File: config.mk
export PLATFORM = sky130hd
export DESIGN_NAME = timer_slot_pool_flat
export DESIGN_NICKNAME = d
export VERILOG_FILES = /design/src/rtl/tsp_pkg.sv /design/src/rtl/tsp_req_if.sv /design/src/rtl/tsp_rsp_if.sv /design/src/rtl/timer_slot_pool.sv /design/src/rtl/tsp_cell.sv /design/src/flat_wrapper.sv
export SDC_FILE = /design/constraint.sdc
export NUM_CORES = 2
export LEC_CHECK = 0
export BUFFER_PORTS_ARGS = -buffer_cell sky130_fd_sc_hd__buf_2
export CAP_MARGIN = 20
export CORE_ASPECT_RATIO = 0.6
export CORE_MARGIN = 8
export CORE_UTILIZATION = 26
export DETAILED_ROUTE_END_ITERATION = 10
export PLACE_DENSITY = 0.52
export SETUP_SLACK_MARGIN = 0.15
export SLEW_MARGIN = 20
export SYNTH_ARGS = -nofsm -noshare
export SYNTH_HDL_FRONTEND = slang
export SYNTH_SLANG_ARGS = --single-unit
File: constraint.sdc
create_clock -name clk -period 7.25 [get_ports clk]
set_input_delay 0.3625 -clock clk [delete_from_list [all_inputs] [get_ports clk]]
set_output_delay 0.3625 -clock clk [all_outputs]
set_load 0.02 [all_outputs]
File: src/rtl/tsp_pkg.sv
// ----------------------------------------------------------------------------
// Timer slot pool package
// Shared constants, operation and status codes, and the request record that
// travels along the row of slot cells.
// ----------------------------------------------------------------------------
package tsp_pkg;

  localparam int unsigned FIELD_SLOTS   = 16;
  localparam int unsigned NUM_SLOTS_DEF = 16;
  localparam int unsigned IDX_W         = 4;
  localparam int unsigned DELAY_W       = 32;
  localparam int unsigned MASK_W        = 16;
  localparam int unsigned OP_W          = 2;
  localparam int unsigned STATUS_W      = 2;

  typedef enum logic [OP_W-1:0] {
    OP_TICK    = 2'd0,
    OP_CREATE  = 2'd1,
    OP_RESET   = 2'd2,
    OP_DESTROY = 2'd3
  } op_t;

  typedef enum logic [STATUS_W-1:0] {
    ST_DONE      = 2'd0,
    ST_FULL      = 2'd1,
    ST_NOT_ALLOC = 2'd2
  } status_t;

  typedef struct packed {
    op_t                op;
    logic [IDX_W-1:0]   idx;
    logic [DELAY_W-1:0] delay;
    logic               rep;
    status_t            status;
    logic [IDX_W-1:0]   created;
    logic [MASK_W-1:0]  fired;
  } pkt_t;

endpackage

File: src/rtl/tsp_req_if.sv
// ----------------------------------------------------------------------------
// Timer slot pool request channel
// Valid/ready channel that carries one operation request into the pool.
// ----------------------------------------------------------------------------
interface tsp_req_if;
  logic        valid;
  logic        ready;
  logic [1:0]  operation;
  logic [3:0]  timer_index;
  logic [31:0] delay;
  logic        repeat_req;

  modport source (output valid, operation, timer_index, delay, repeat_req, input ready);
  modport sink (input valid, operation, timer_index, delay, repeat_req, output ready);
endinterface

File: src/rtl/tsp_rsp_if.sv
// ----------------------------------------------------------------------------
// Timer slot pool response channel
// Valid/ready channel that carries one result per request out of the pool.
// ----------------------------------------------------------------------------
interface tsp_rsp_if;
  logic        valid;
  logic        ready;
  logic [1:0]  status;
  logic [3:0]  created_index;
  logic [15:0] fired_mask;

  modport source (output valid, status, created_index, fired_mask, input ready);
  modport sink (input valid, status, created_index, fired_mask, output ready);
endinterface

File: src/rtl/timer_slot_pool.sv
// ----------------------------------------------------------------------------
// Timer slot pool
// Pool of timer slots that serves create, reset, destroy and tick requests.
// ----------------------------------------------------------------------------
// Each request walks a row of slot cells, one cell per clock. The row has
// USABLE cells, where USABLE is the smaller of NUM_SLOTS and 16, and the
// default is 16 slots. The pool works on one request at a time and is ready
// again once the previous result has moved into the output register, even if
// that result has not been taken yet. Create picks the lowest free slot, and
// tick fires every due slot in the same pass.
module timer_slot_pool
  import tsp_pkg::*;
#(
  parameter int unsigned NUM_SLOTS = NUM_SLOTS_DEF
) (
  input logic      clk,
  input logic      rst,
  tsp_req_if.sink   req,
  tsp_rsp_if.source rsp
);

  localparam int unsigned USABLE = (NUM_SLOTS < FIELD_SLOTS) ? NUM_SLOTS : FIELD_SLOTS;

  logic    chain_valid [USABLE+1];
  pkt_t    chain_pkt   [USABLE+1];
  logic    accept;
  logic    busy;
  logic    fin_valid;
  pkt_t    fin_pkt;
  logic    fin_move;
  logic    out_valid;
  status_t out_status;
  logic [IDX_W-1:0]  out_created;
  logic [MASK_W-1:0] out_fired;
  status_t init_status;

  assign req.ready = !busy;
  assign accept    = req.valid && req.ready;

  always_comb begin
    case (op_t'(req.operation))
      OP_TICK:   init_status = ST_DONE;
      OP_CREATE: init_status = ST_FULL;
      default:   init_status = ST_NOT_ALLOC;
    endcase
  end

  assign chain_valid[0]       = accept;
  assign chain_pkt[0].op      = op_t'(req.operation);
  assign chain_pkt[0].idx     = req.timer_index;
  assign chain_pkt[0].delay   = req.delay;
  assign chain_pkt[0].rep     = req.repeat_req;
  assign chain_pkt[0].status  = init_status;
  assign chain_pkt[0].created = '0;
  assign chain_pkt[0].fired   = '0;

  for (genvar i = 0; i < USABLE; i++) begin : g_cell
    tsp_cell #(
      .SLOT (i)
    ) u_cell (
      .clk       (clk),
      .rst       (rst),
      .in_valid  (chain_valid[i]),
      .in_pkt    (chain_pkt[i]),
      .out_valid (chain_valid[i+1]),
      .out_pkt   (chain_pkt[i+1])
    );
  end

  assign fin_move = fin_valid && (!out_valid || rsp.ready);

  always_ff @(posedge clk) begin
    if (rst) begin
      busy      <= 1'b0;
      fin_valid <= 1'b0;
      out_valid <= 1'b0;
    end else begin
      if (accept) begin
        busy <= 1'b1;
      end else if (fin_move) begin
        busy <= 1'b0;
      end
      if (chain_valid[USABLE]) begin
        fin_valid <= 1'b1;
      end else if (fin_move) begin
        fin_valid <= 1'b0;
      end
      if (fin_move) begin
        out_valid <= 1'b1;
      end else if (rsp.ready) begin
        out_valid <= 1'b0;
      end
    end
  end

  always_ff @(posedge clk) begin
    if (chain_valid[USABLE]) begin
      fin_pkt <= chain_pkt[USABLE];
    end
    if (fin_move) begin
      out_status  <= fin_pkt.status;
      out_created <= fin_pkt.created;
      out_fired   <= fin_pkt.fired;
    end
  end

  assign rsp.valid         = out_valid;
  assign rsp.status        = out_status;
  assign rsp.created_index = out_created;
  assign rsp.fired_mask    = out_fired;

endmodule

File: src/rtl/tsp_cell.sv
// ----------------------------------------------------------------------------
// Timer slot cell
// Holds one timer slot and applies the passing request to it, then registers
// the updated request record for the next cell.
// ----------------------------------------------------------------------------
module tsp_cell
  import tsp_pkg::*;
#(
  parameter int unsigned SLOT = 0
) (
  input  logic clk,
  input  logic rst,
  input  logic in_valid,
  input  pkt_t in_pkt,
  output logic out_valid,
  output pkt_t out_pkt
);

  localparam logic [IDX_W-1:0] ID = IDX_W'(SLOT);

  logic               in_use;
  logic               in_use_next;
  logic [DELAY_W-1:0] slot_delay;
  logic [DELAY_W-1:0] slot_delay_next;
  logic [DELAY_W-1:0] slot_elapsed;
  logic [DELAY_W-1:0] slot_elapsed_next;
  logic               slot_repeat;
  logic               slot_repeat_next;
  pkt_t               pkt_next;

  always_comb begin
    in_use_next       = in_use;
    slot_delay_next   = slot_delay;
    slot_elapsed_next = slot_elapsed;
    slot_repeat_next  = slot_repeat;
    pkt_next          = in_pkt;
    case (in_pkt.op)
      OP_TICK: begin
        if (in_use && (slot_delay != '0)) begin
          slot_elapsed_next = (&slot_elapsed) ? slot_elapsed : slot_elapsed + 1'b1;
          if (slot_elapsed >= slot_delay) begin
            pkt_next.fired[SLOT] = 1'b1;
            if (slot_repeat) begin
              slot_elapsed_next = '0;
            end else begin
              slot_delay_next = '0;
            end
          end
        end
      end
      OP_CREATE: begin
        if (!in_use && (in_pkt.status == ST_FULL)) begin
          in_use_next       = 1'b1;
          slot_delay_next   = in_pkt.delay;
          slot_elapsed_next = '0;
          slot_repeat_next  = in_pkt.rep;
          pkt_next.status   = ST_DONE;
          pkt_next.created  = ID;
        end
      end
      OP_RESET: begin
        if (in_use && (in_pkt.idx == ID)) begin
          slot_delay_next   = in_pkt.delay;
          slot_elapsed_next = '0;
          pkt_next.status   = ST_DONE;
        end
      end
      OP_DESTROY: begin
        if (in_use && (in_pkt.idx == ID)) begin
          in_use_next     = 1'b0;
          pkt_next.status = ST_DONE;
        end
      end
      default: begin
      end
    endcase
  end

  always_ff @(posedge clk) begin
    if (rst) begin
      in_use    <= 1'b0;
      out_valid <= 1'b0;
    end else begin
      out_valid <= in_valid;
      if (in_valid) begin
        in_use <= in_use_next;
      end
    end
  end

  always_ff @(posedge clk) begin
    if (in_valid) begin
      slot_delay   <= slot_delay_next;
      slot_elapsed <= slot_elapsed_next;
      slot_repeat  <= slot_repeat_next;
      out_pkt      <= pkt_next;
    end
  end

endmodule

File: src/flat_wrapper.sv
// flat-port wrapper written by rule: the top's interface ports become plain ports
module timer_slot_pool_flat import tsp_pkg::*;
#(
  parameter int unsigned NUM_SLOTS = NUM_SLOTS_DEF
)
  (clk, rst, req_valid, req_operation, req_timer_index, req_delay, req_repeat_req, req_ready, rsp_valid, rsp_status, rsp_created_index, rsp_fired_mask, rsp_ready);
  tsp_req_if req_i ();
  tsp_rsp_if rsp_i ();
  input logic clk;
  input logic rst;
  input wire logic [$bits(req_i.valid)-1:0] req_valid;
  input wire logic [$bits(req_i.operation)-1:0] req_operation;
  input wire logic [$bits(req_i.timer_index)-1:0] req_timer_index;
  input wire logic [$bits(req_i.delay)-1:0] req_delay;
  input wire logic [$bits(req_i.repeat_req)-1:0] req_repeat_req;
  output wire logic [$bits(req_i.ready)-1:0] req_ready;
  output wire logic [$bits(rsp_i.valid)-1:0] rsp_valid;
  output wire logic [$bits(rsp_i.status)-1:0] rsp_status;
  output wire logic [$bits(rsp_i.created_index)-1:0] rsp_created_index;
  output wire logic [$bits(rsp_i.fired_mask)-1:0] rsp_fired_mask;
  input wire logic [$bits(rsp_i.ready)-1:0] rsp_ready;
  assign req_i.valid = req_valid;
  assign req_i.operation = req_operation;
  assign req_i.timer_index = req_timer_index;
  assign req_i.delay = req_delay;
  assign req_i.repeat_req = req_repeat_req;
  assign req_ready = req_i.ready;
  assign rsp_valid = rsp_i.valid;
  assign rsp_status = rsp_i.status;
  assign rsp_created_index = rsp_i.created_index;
  assign rsp_fired_mask = rsp_i.fired_mask;
  assign rsp_i.ready = rsp_ready;
  timer_slot_pool #(.NUM_SLOTS(NUM_SLOTS)) u_core (.clk(clk), .rst(rst), .req(req_i), .rsp(rsp_i));
endmodule
==> impl_results.md <==
* Post-CTS sizing at 0
* Longest Clk Path Bufs at 4
* Pins over their slew limit at 0
* Area of the mapped netlist at slightly above 90000 um^2
* FFs w/ async S/R, synth at 0
* Congestion Overflow GR at 0
* Period minus WS final at 3.97 ns
* CTS buffer count at approximately 200
* IO Pins at 67
* Nets at just over 8000
* Area delta synth->final at 14.9%
* Via density at ~4.7
* Antenna violations before repair at 37
* Fmax at 0.252 GHz
* DR pass1 iterations at 6
* Crit-path slowest cell: nor4b_1
* Synth Instances at just over 7000
* RR Startpoint: u_core.g_cell[0].u_cell.out_pkt[56]
* Layout cells sized above 1 at 0.0732
* H-Tree Depth at 4
* RSZ-0062 raised after global routing: no
* CP Capture Type: flip-flop
* Clk sink count at between 1500 and 2000
* First-pass GRT wire length at 358000 um
* Placed cell area at 97600 um^2
* Worst-margin pin slew at between 1 and 1.5 ns
* Final Hold Viols at 0
* FILL cells at around 35000
* Unique cell type count in the Yosys netlist at 72
* Biggest cell delay along the critical path at about 0.9 ns
* DR WL/cell at approximately 20 um
* Top FF cell, synth: edfxtp_1
* EDFF count, synth at around 1900
* DRC viols at 0
* Synthesized area per cell at 12.6 um^2
* Final worst path period share at 0.547
* Worst skew pair latency at about 0.91 ns
* Final Setup Violations at 0
* Chip width at roughly 800 um
* Clock skew at roughly 0.1 ns
* Via count at about 58000
* GR Util All Layers at 0.125
* Setup_tns at 0 ns
* Drt total wl at 240000 um
* Slew HR at 0.266
* Die Y at 474 um
* Largest net degree at the start of global routing at 65
* Yosys warns at 0
* Max-cap violations at 0
* Worst min-delay path category: input port to flip-flop
* Crit path kind: flip-flop to flip-flop
* Pwr Density at about 220 nW/um^2
* CP Max Fanout at 34
* CP most frequent cell: buf_4
* Worst Reg2Reg Path Length in Cells at 7
* Port bufs at between 60 and 70
* Cell accounting for the most synthesized area: edfxtp_1
* Placeable Area at approximately 350000 um^2
* Worst path depth at 7
* Vias in the first global route at between 50000 and 60000
* Maximum VDD drop at about 0.21 mV
* HPWL Detailed at 180000 um
* Worst Setup SP: u_core.g_cell[0].u_cell.out_pkt[56]
* Type of origin of the critical path: flip-flop
* Worst reg2reg endpoint: u_core.g_cell[1].u_cell.slot_delay[19]
* Syn Nets at a little under 8000
* Status: finished clean
* RD Place Congestion at between 0.8 and 0.9
* Total Die Area at between 300000 and 400000 um^2
* Share of the synthesized area in the top cell type at 0.622
* Clock slew at reported path FFs at about 0.06 ns
* Crit path max-delay family: simple AND/OR/NAND/NOR gates
* FF-to-FF setup slack at between 3 and 4 ns
* Yosys reg bits at around 1900
* Starting Density at 0.261
* Post-route cell area at approximately 100000 um^2
* Seq/Total Area, Yosys at 0.630
* CP Capture Point: u_core.g_cell[1].u_cell.slot_delay[19]
* ANT nets after route at 0
* Top cells by area, synth: edfxtp_1, ha_1, and2_1
* CP Data Required Time at 7.79 ns
* Worst-path cell chain: nor4b_1 > nand2_1 > a221oi_4 > buf_4 > nand2b_1 > o2bb2ai_2 > buf_4
* Row count at ~170
* CTS tree: done
* Crit path DAT at ~4.5 ns
* Buffers & Inverters on Critical Path at 2
* Leak at around 36 nW
* Iter 0 DRT Violations at between 6000 and 7000
* Root Driver: clkbuf_16
[cell usage after synthesis, drive strengths merged, types with 15 or more instances]
| library cell | count |
|---|---|
| clkbuf | 142 |
| xor2 | 200 |
| nand3 | 254 |
| nor3b | 25 |
| nand4 | 266 |
| nand2 | 332 |
| a2111o | 15 |
| or2 | 39 |
| o21ai | 101 |
| o31ai | 24 |
| and2 | 568 |
| and3 | 94 |
| nor3 | 127 |
| o21a | 21 |
| ha | 592 |
| nor4b | 26 |
| or4 | 17 |
| dfxtp | 35 |
| a21oi | 220 |
| nor2 | 680 |
| edfxtp | 1886 |
| nor2b | 61 |
| nand2b | 58 |
| and4 | 63 |
| inv | 629 |
| xnor2 | 262 |
| a221oi | 50 |
| a211oi | 25 |
| o31a | 18 |
| a221o | 28 |
| nor4 | 215 |
[state kept, by name, indices dropped and copies added, names as in the netlist]
signal / count
u_core.g_cell.u_cell.out_pkt: 802
u_core.g_cell.u_cell.slot_delay: 512
u_core.g_cell.u_cell.slot_elapsed: 512
u_core.fin_pkt: 22
u_core.g_cell.u_cell.in_use: 16
u_core.g_cell.u_cell.out_valid: 16
u_core.g_cell.u_cell.slot_repeat: 16
u_core.rsp.fired_mask: 16
u_core.rsp.created_index: 4
u_core.rsp.status: 2
u_core.busy: 1
u_core.fin_valid: 1
u_core.rsp.valid: 1
[power breakdown]
part           total [mW]  internal [mW]  switching (mW)
logic               0.316          0.118           0.198
clock network        10.5           5.91            4.56
registers            12.2           12.1          0.0767
[worst min-delay path, stage by stage]
cell    delay, ns
buf_2        0.10
buf_4        0.29
nor2_1       0.17
[layout make-up]
class | instances | area [um^2] | area share
clock buffers | 231 | 5110 | 0.0488
flip-flops and latches | 1921 | 57400 | 0.548
well taps | 4675 | 5850 | 0.0559
diodes | 7 | 17.5 | 0.000167
repair buffers | 175 | 1280 | 0.0123
inverters | 629 | 2360 | 0.0226
multi-input cells | 4528 | 31200 | 0.298
clock inverters | 127 | 1420 | 0.0136
[layer usage]
metal | track usage | part of all wire | wire [um]
met1 | 0.203 | 0.53 | 126000
met2 | 0.162 | 0.37 | 89100
met3 | 0.0317 | 0.087 | 20900
met4 | 0.0227 | 0.016 | 3910
met5 | 0 | 0.00015 | 37
[through the flow]
stage	worst slack [ns]	utilization	hold slack, ns	power, mW	std cells
2_1_floorplan	0.652	-	0.400	12.6	7223
3_3_place_gp	3.29	0.280	0.404	12.7	11900
3_5_place_dp	3.21	0.280	0.405	12.8	11900
4_1_cts	3.25	0.300	0.0772	23.3	12300
5_1_grt	3.02	0.300	0.121	23.7	12300
6_report	3.28	0.300	0.0997	23.0	12300
[worst min path at each step]
stage,from,to,depth (start not counted)
after floorplan,u_core.g_cell[15].u_cell.out_pkt[0],u_core.fin_pkt[0],0
after global placement,u_core.g_cell[14].u_cell.out_pkt[22],u_core.g_cell[15].u_cell.slot_repeat,0
after detailed placement,u_core.g_cell[9].u_cell.out_pkt[8],u_core.g_cell[10].u_cell.out_pkt[8],0
after CTS,rst,u_core.rsp.valid,3
after global routing,rst,u_core.rsp.valid,3
final,rst,u_core.rsp.valid,3
[cell families (layout without fill, tap and decap cells)]
| logic type | after synthesis | after routing | share of synthesized area |
|---|---|---|---|
| compound gates | 602 | 602 | 0.0438 |
| fa+ha+maj | 592 | 592 | 0.0813 |
| simple gates | 2857 | 2857 | 0.167 |
| flops | 1921 | 1921 | 0.630 |
| mux | 15 | 15 | 0.00166 |
| buf+inv | 774 | 1162 | 0.0319 |
| xor+xnor | 462 | 462 | 0.0444 |
| other cells | 0 | 7 | 0 |
[timing repair]
action,4_1_cts,5_1_grt
setup buffers,0,0
setup endpoints to repair,0,0
endpoints found under the hold margin,75,0
hold buffers,41,0
[cells in the final DEF (no fill, tap or decap), types with 28 or more instances in the layout]
cell type	synthesis	layout
nor4_1	214	213
nand2b_1	58	58
nand3_1	254	254
nor2b_1	61	60
and2_1	557	557
clkbuf_16	0	198
inv_1	629	628
clkbuf_1	142	30
o21ai_0	101	91
nand4_1	265	265
a21oi_1	220	220
nand2_1	332	331
and3_1	93	93
nor2_1	680	680
clkinv_1	0	28
or2_2	38	38
and4_1	63	63
buf_4	0	66
clkinv_2	0	30
xnor2_1	262	262
edfxtp_1	1886	1886
ha_1	592	592
buf_2	2	66
a221oi_1	50	36
nor3_1	127	127
xor2_1	200	200
dlygate4sd3_1	0	41
No activity file was read; power rests on OpenSTA's default activity.
